**src/design/sla_ram.sv**
```systemverilog
// Generic simple dual-port RAM with one write port and one registered read port.
// Depends on nothing but its parameters.
module sla_ram #(
    parameter int WIDTH = 8,
    parameter int DEPTH = 16
) (
    input  logic                     clk,
    input  logic                     wr_en,
    input  logic [$clog2(DEPTH)-1:0] wr_addr,
    input  logic [WIDTH-1:0]         wr_data,
    input  logic                     rd_en,
    input  logic [$clog2(DEPTH)-1:0] rd_addr,
    output logic [WIDTH-1:0]         rd_data
);

    logic [WIDTH-1:0] mem [DEPTH];

    // Write port.
    always_ff @(posedge clk)
    begin
        if (wr_en)
        begin
            mem[wr_addr] <= wr_data;
        end
    end

    // Read port; the data holds until the next read.
    always_ff @(posedge clk)
    begin
        if (rd_en)
        begin
            rd_data <= mem[rd_addr];
        end
    end

endmodule

```
**config.mk**
```make
export PLATFORM = sky130hd
export DESIGN_NAME = sla_ram
export DESIGN_NICKNAME = d
export VERILOG_FILES = /design/src/design/sla_ram.sv
export SDC_FILE = /design/constraint.sdc
export NUM_CORES = 1
export LEC_CHECK = 0
export BUFFER_PORTS_ARGS = -buffer_cell sky130_fd_sc_hd__buf_2
export CORE_AREA = 4 4 89 133
export CTS_CLUSTER_DIAMETER = 200
export DETAILED_ROUTE_END_ITERATION = 8
export DIE_AREA = 0 0 93 137
export PLACE_DENSITY = 0.68
export SLEW_MARGIN = 30
export SYNTH_ARGS = -nofsm -noshare
export SYNTH_HDL_FRONTEND = slang
export SYNTH_SLANG_ARGS = --single-unit
```
**constraint.sdc**
```tcl
create_clock -name clk -period 2.1 [get_ports clk]
set_input_delay 0.63 -clock clk [delete_from_list [all_inputs] [get_ports clk]]
set_output_delay 0.63 -clock clk [all_outputs]
set_load 0.005 [all_outputs]
```
Word-level counts from Yosys, hierarchy flattened
Memories as Yosys holds them, arrays and structs flattened. A register that Yosys moved wholly into a read port is not among the register bits.
Index checks and enable logic that the tools add are counted.
Storage, ports and cells
  register bits: 0
  memory bits (writable): 128
  input port bits: 19
  word-level logic and storage cells: 3
  memories: 1
Cells by class
  multiplexer cells: 2
Memories
  mem: depth 16, bits a word 8, read ports 1, clocked after memory_dff 1, write ports 1, line 16  | logic [WIDTH-1:0] mem [DEPTH];
Operators with widths (number)
  $mux 1: 2

Longest topological paths before layout
Gate-level depths: netlist (run 1).
  depth after elaboration: 2
  mapped depth: 5
  depth with buffers taken out: 3

Worst setup path before layout (run 1)
Ideal clock, no wire load.
  kind: input port to flip-flop
  start: input wr_addr[2]
  end: memory mem[0][0], enable pin
  arrival time: 1.740 ns
  slack: -0.023 ns
  stages: 2
  buffers on the path: 0
  path through: or3b_2 > nor3_1
RTL lines
  start: declaration: line 9  | input logic [$clog2(DEPTH)-1:0] wr_addr,
  end: declaration: line 16
Straight into the memory's write port.

==> results of run 1 <==
synthesized netlist by cell type:
| cell | n | area (um^2) |
|---|---|---|
| buf_6 | 3 | 33.8 |
| nand2_1 | 9 | 33.8 |
| mux4_2 | 18 | 405 |
| or3b_2 | 1 | 8.76 |
| nor3_1 | 4 | 20.0 |
| nand2b_1 | 2 | 12.5 |
| edfxtp_1 | 136 | 4080 |
| nor2b_1 | 1 | 6.26 |
| buf_4 | 1 | 7.51 |
| a22oi_1 | 16 | 120 |
| nor2_1 | 13 | 48.8 |
| and2_1 | 1 | 6.26 |
| nand3_1 | 1 | 5.00 |
| buf_2 | 3 | 15.0 |
| mux4_1 | 14 | 368 |
| nand3b_1 | 2 | 15.0 |
| clkdlybuf4s25_2 | 3 | 30.0 |
| and2b_1 | 1 | 7.51 |
layout by cell type (no fill, tap or decap), types with 2 or more instances in the layout:
| cell type | count |
|---|---|
| edfxtp_1 | 136 |
| buf_2 | 26 |
| buf_4 | 21 |
| mux4_2 | 18 |
| clkbuf_16 | 17 |
| a22oi_1 | 16 |
| mux4_1 | 14 |
| nor2_1 | 13 |
| nand2_1 | 9 |
| bufinv_16 | 4 |
| clkinv_2 | 4 |
| buf_12 | 4 |
| nor3_1 | 3 |
| clkinv_1 | 3 |
| nand3b_1 | 2 |
| nand2b_1 | 2 |
| clkinv_4 | 2 |
| clkinvlp_4 | 2 |
layer usage:
| layer | global-route usage, % | vias up |
|---|---|---|
| li1 | - | 1098 |
| met1 | 21.0 | 1287 |
| met2 | 29.5 | 84 |
| met3 | 4.57 | 8 |
| met4 | 5.87 | 0 |
| met5 | 0 | - |
metrics by stage:
step,std cells,setup WS [ps],power [W],setup TNS (ps)
2_1_floorplan,229,188,0.00328,0
3_3_place_gp,414,-79.2,0.00342,-237
3_5_place_dp,414,-52.3,0.00342,-187
4_1_cts,446,373,0.00641,0
5_1_grt,446,287,0.00658,0
6_report,446,364,0.00636,0
state kept, by name, summed over array words and instances, names as in the netlist:
name and count:
rd_data 8, mem 128
area by class of cell:
| cell class | count | area, um^2 | share of cell area [%] |
|---|---|---|---|
| timing repair buffer | 51 | 368 | 5.84 |
| clock buffer | 17 | 425 | 6.75 |
| multi-input combinational | 83 | 1060 | 16.9 |
| sequential | 136 | 4080 | 64.8 |
| clock inverter | 15 | 184 | 2.92 |
| tap | 144 | 180 | 2.86 |
kinds of logic after synthesis:
kind of cell,after synthesis,synth area share [%]
flip-flops,136,78.1
AND/OR/NAND/NOR,35,3.14
multiplexers,32,14.8
AO/OA/AOI/OAI,16,2.30
buffers and inverters,10,1.65
how the worst max path moves through the flow:
stage | to | slack (ps) | depth (start not counted)
after floorplan | rd_data[1] | 190 | 5
after detailed placement | rd_data[5] | -50 | 5
after global routing | rd_data[0] | 290 | 5
after CTS | rd_data[3] | 370 | 5
after global placement | rd_data[0] | -80 | 5
final | rd_data[5] | 360 | 6
power groups by stage:
stage	logic, W	clock network, W	registers [W]
6_report	0.000289	0.00300	0.00308
3_5_place_dp	0.000291	0	0.00313
5_1_grt	0.000313	0.00319	0.00308
2_1_floorplan	0.000155	0	0.00313
3_3_place_gp	0.000286	0	0.00313
4_1_cts	0.000294	0.00304	0.00308
worst max-delay path: stages:
cell,delay (ps)
buf_2,150
buf_12,190
buf_4,130
mux4_2,470
a22oi_1,220
nand2_1,80
==> results.ini, run 1 <==
[status]
outcome = finished clean

[grt]
grt_pass1_vias = 2564
antenna_found_initial = 0
grt_pass1_wl_um = 15200
grt_max_degree = 18
groute.usage.overall_pct = 17.1
grt_overflow = 0

[synthesis]
synth-seq-area-share_pct = 78.1
syn-num-nets = 248
netlist_area_um2 = 5230
ys_types = 18
yosysWarnings = 0
ys_ff_latch = 136
netlist_instances = 229
synth_area_per_cell_um2 = 22.8

[layout]
num_antenna_cells = 0
nets = 308
stdcell_area_um2 = 6300
final.fill_count = 774
drive_gt1_share_pct = 33.1
area_growth_pct = 20.6
postLayoutCoreUtil_pct = 59.5

[pwr]
p_per_area_nw_per_um2 = 1010
pwr-share-seq_pct = 48.4
vdd_drop_max_v = 0.000601
internal-power_w = 0.00515
power.switching_w = 0.00121
p_sw_share_pct = 19.0
clkPwrFrac_pct = 47.1
p_leak_nw = 2.16
combPwrFrac_pct = 4.5

[timing]
finalCritPeriodShare_pct = 82.7
worst_pin_slew_ps = 404
drv_slew = 0
rsz0062_at_grt = no
final_hold_viol_count = 0
holdWs_ps = 591
finalSetupViolations = 0
clock.fmax_mhz = 576
slew_headroom_pct = 73.1
fin_skew_ps = 7.27
fin_crit_ps = 1740

[clock_tree]
cts_sinks = 136
clockBufferDepth = 2
cts_setup_buffers = 0
hold_buffers = 0
root_buffer = clkbuf_16
h-tree-depth = 4
cts_tree = yes
cts_buffers = 17
worstSkewPairLatency_ps = 410
cts_resized = 0
cts.clk_slew.worst_paths_ps = 60

[worst_setup_path]
crit_required_ps = 2250
cp-start-kind = input port
r2r-end = rd_data[1]
r2r_setup_slack_ps = 640
crit_path_end_kind = register
r2r_start = mem[0][1]
crit_type = in2reg
worstPathArrival_ps = 1890
startpoint = rd_addr[0]
worstPathMaxFanout = 16
reg2reg_depth = 3

[route]
wl_met1_um = 3870
top_layer = met4
viasPerCell = 5.55
totalWireLength_um = 9930
drt_iter0_markers = 220
dr_wl_met2_um = 5460
drtAntennaViolNets = 0
met3_length_um = 496
wl_per_cell_um = 22.3
vias = 2477
drt_first_pass_iters = 4
drc = 0

[worst_hold_path]
min_to = rd_data[0]
whs_path_depth = 1
hp-class = in2reg
hp-start = rd_en

[placement]
io_buffer_count = 26
gp_congestion = 0.753
dpl_cell_area_um2 = 5690
hpwl_um = 6480

[floorplan]
die_h_um = 137
design.die.area_um2 = 12700
std_cell_rows = 46
io_pins = 27
start_util_pct = 49.4
core_area_um2 = 10600
fp.dieW_um = 93

[job]
maxCapViolations = 0

Note: power is estimated with default switching activity, not from simulation.
==> run 2: changes to the inputs <==
PLACE_DENSITY = 0.66   (was 0.68)
clock period = 1.71 ns   (was 2.1 ns; I/O delays follow)
==> run 2 against run 1 <==
  * Die area is the same
  * Worst hold slack got worse by 130 ps
  * Combinational power up 23%
  * Utilization is 1.1 points lower
  * Largest cell class unchanged
==> results.ini, run 2 (same netlist as run 1, synthesis figures left out) <==
[worst_setup_path]
r2r_start = mem[2][4]
crit_path_end_kind = register
r2r_setup_slack_ps = 250  ; -390 ps
endpoint = rd_data[0]
cp-start-kind = input port
startpoint = rd_addr[0]
worstPathArrival_ps = 1740  ; -150 ps
crit_required_ps = 1880  ; -370 ps
r2r-end = rd_data[4]
worstPathMaxFanout = 22  ; +6
crit_type = in2reg
reg2reg_depth = 3  ; unchanged

[worst_hold_path]
whs_path_depth = 1  ; unchanged
hp-class = in2reg

[floorplan]
core_area_um2 = 10600  ; unchanged
fp.dieW_um = 93  ; unchanged
die_h_um = 137  ; unchanged
io_pins = 27  ; unchanged
start_util_pct = 49.4  ; unchanged
design.die.area_um2 = 12700  ; unchanged
std_cell_rows = 46  ; unchanged

[clock_tree]
h-tree-depth = 4  ; unchanged
hold_buffers = 0  ; unchanged
cts.clk_slew.worst_paths_ps = 50  ; about the same
worstSkewPairLatency_ps = 410  ; about the same
cts_tree = yes
cts_buffers = 17  ; unchanged
clockBufferDepth = 2  ; unchanged
cts_sinks = 136  ; unchanged
cts_setup_buffers = 0  ; unchanged
root_buffer = clkbuf_16
cts_resized = 0  ; unchanged

[pwr]
fin_total_pwr_w = 0.00730  ; +15%
p_per_area_nw_per_um2 = 1180  ; +17%
vdd_drop_max_v = 0.000784  ; +30%
p_leak_nw = 2.09  ; -3.1%

[placement]
io_buffer_count = 26  ; unchanged
gp_congestion = 0.761  ; +1.1%
hpwl_um = 6580  ; +1.6%

[route]
totalWireLength_um = 9790  ; -1.4%
top_layer = met4
drc = 0  ; unchanged
dr_wl_met2_um = 5260  ; -3.7%
met3_length_um = 573  ; +16%
wl_per_cell_um = 21.7  ; -2.7%
drtAntennaViolNets = 0  ; unchanged
wl_met1_um = 3810  ; -1.6%
drt_iter0_markers = 188  ; -15%
vias = 2463  ; -0.57%
drt_first_pass_iters = 4  ; unchanged
viasPerCell = 5.45  ; -1.9%

[grt]
grt_pass1_vias = 2672  ; +4.2%
groute.usage.overall_pct = 17.3  ; +0.13 points
antenna_found_initial = 0  ; unchanged
grt_max_degree = 24  ; +6
grt_overflow = 0  ; unchanged
grt_pass1_wl_um = 15100  ; -0.45%

[timing]
clock.fmax_mhz = 636
worst_pin_slew_ps = 761  ; +357 ps
drv_slew = 0  ; unchanged
fin_skew_ps = 5.44  ; -1.83 ps
finalSetupViolations = 0  ; unchanged
final_hold_viol_count = 0  ; unchanged
finalCritPeriodShare_pct = 92.0
fin_crit_ps = 1570
slew_headroom_pct = 49.2  ; -24 points
rsz0062_at_grt = no

[layout]
top_register = mem
num_antenna_cells = 0  ; unchanged
layout_commonest_cell = edfxtp_1
postLayoutCoreUtil_pct = 58.5  ; -1.1 points
reg_top3 = mem (128), rd_data (8)
drive_gt1_share_pct = 38.0  ; +4.9 points
nets = 315  ; +2.3%
final_cell_mix = edfxtp_1, mux4_2, buf_4, buf_2, clkbuf_16
area_growth_pct = 18.5
largest_reg_flops = 128  ; unchanged

[job]
maxCapViolations = 0  ; unchanged

[status]
outcome = finished clean

## run 2: changes by cell type in the layout (fill, tap and decap cells not counted), sizes merged
cell / previous run / this run
buf: 51 / 58
bufinv: 4 / 1
clkbuf: 17 / 19
## run 2: per-stage QoR
step	setup TNS [ps]	area [um^2]	hold slack [ps]	setup slack, ps	instances
2_1_floorplan	-2100	5220	612	-69.1	229
3_3_place_gp	-5560	5670	731	-304	421
3_5_place_dp	-5820	5670	738	-322	421
4_1_cts	0	6190	457	127	452
5_1_grt	0	6190	469	17.1	452
6_report	0	6190	465	137	452
## run 2: worst min path at each step
stage / slack (ps) / start / to
after global routing: 470 / rd_en / rd_data[0]
after CTS: 460 / rd_en / rd_data[4]
final: 460 / rd_en / rd_data[0]
after detailed placement: 740 / mem[14][0] / rd_data[0]
after global placement: 730 / mem[12][0] / rd_data[0]
after floorplan: 610 / wr_data[0] / mem[0][0]
## run 2: critical path, stage by stage
cell and delay [ps]:
buf_2 120, buf_12 210, mux4_1 570, a22oi_1 230
nand2_1 70
## run 2: area by class of cell
cell class / instances / area, um^2
fillers: 806 / 4400
flip-flops and latches: 136 / 4080
multi-input cells: 83 / 1010
clock buffers: 19 / 433
repair buffers: 58 / 395
well taps: 144 / 180
clock inverters: 12 / 86.3
## run 2: power by group
| group | switching, W | total, W | internal [W] |
|---|---|---|---|
| clock network | 0.00122 | 0.00317 | 0.00195 |
| logic | 0.000193 | 0.000355 | 0.000162 |
| registers | 0.0000186 | 0.00378 | 0.00376 |
## run 2: layer usage
layer | vias to the layer above | global-route usage [%]
met4 | 0 | 7.09
met5 | - | 0
met1 | 1265 | 20.6
li1 | 1099 | -
met2 | 86 | 29.6
met3 | 13 | 4.68
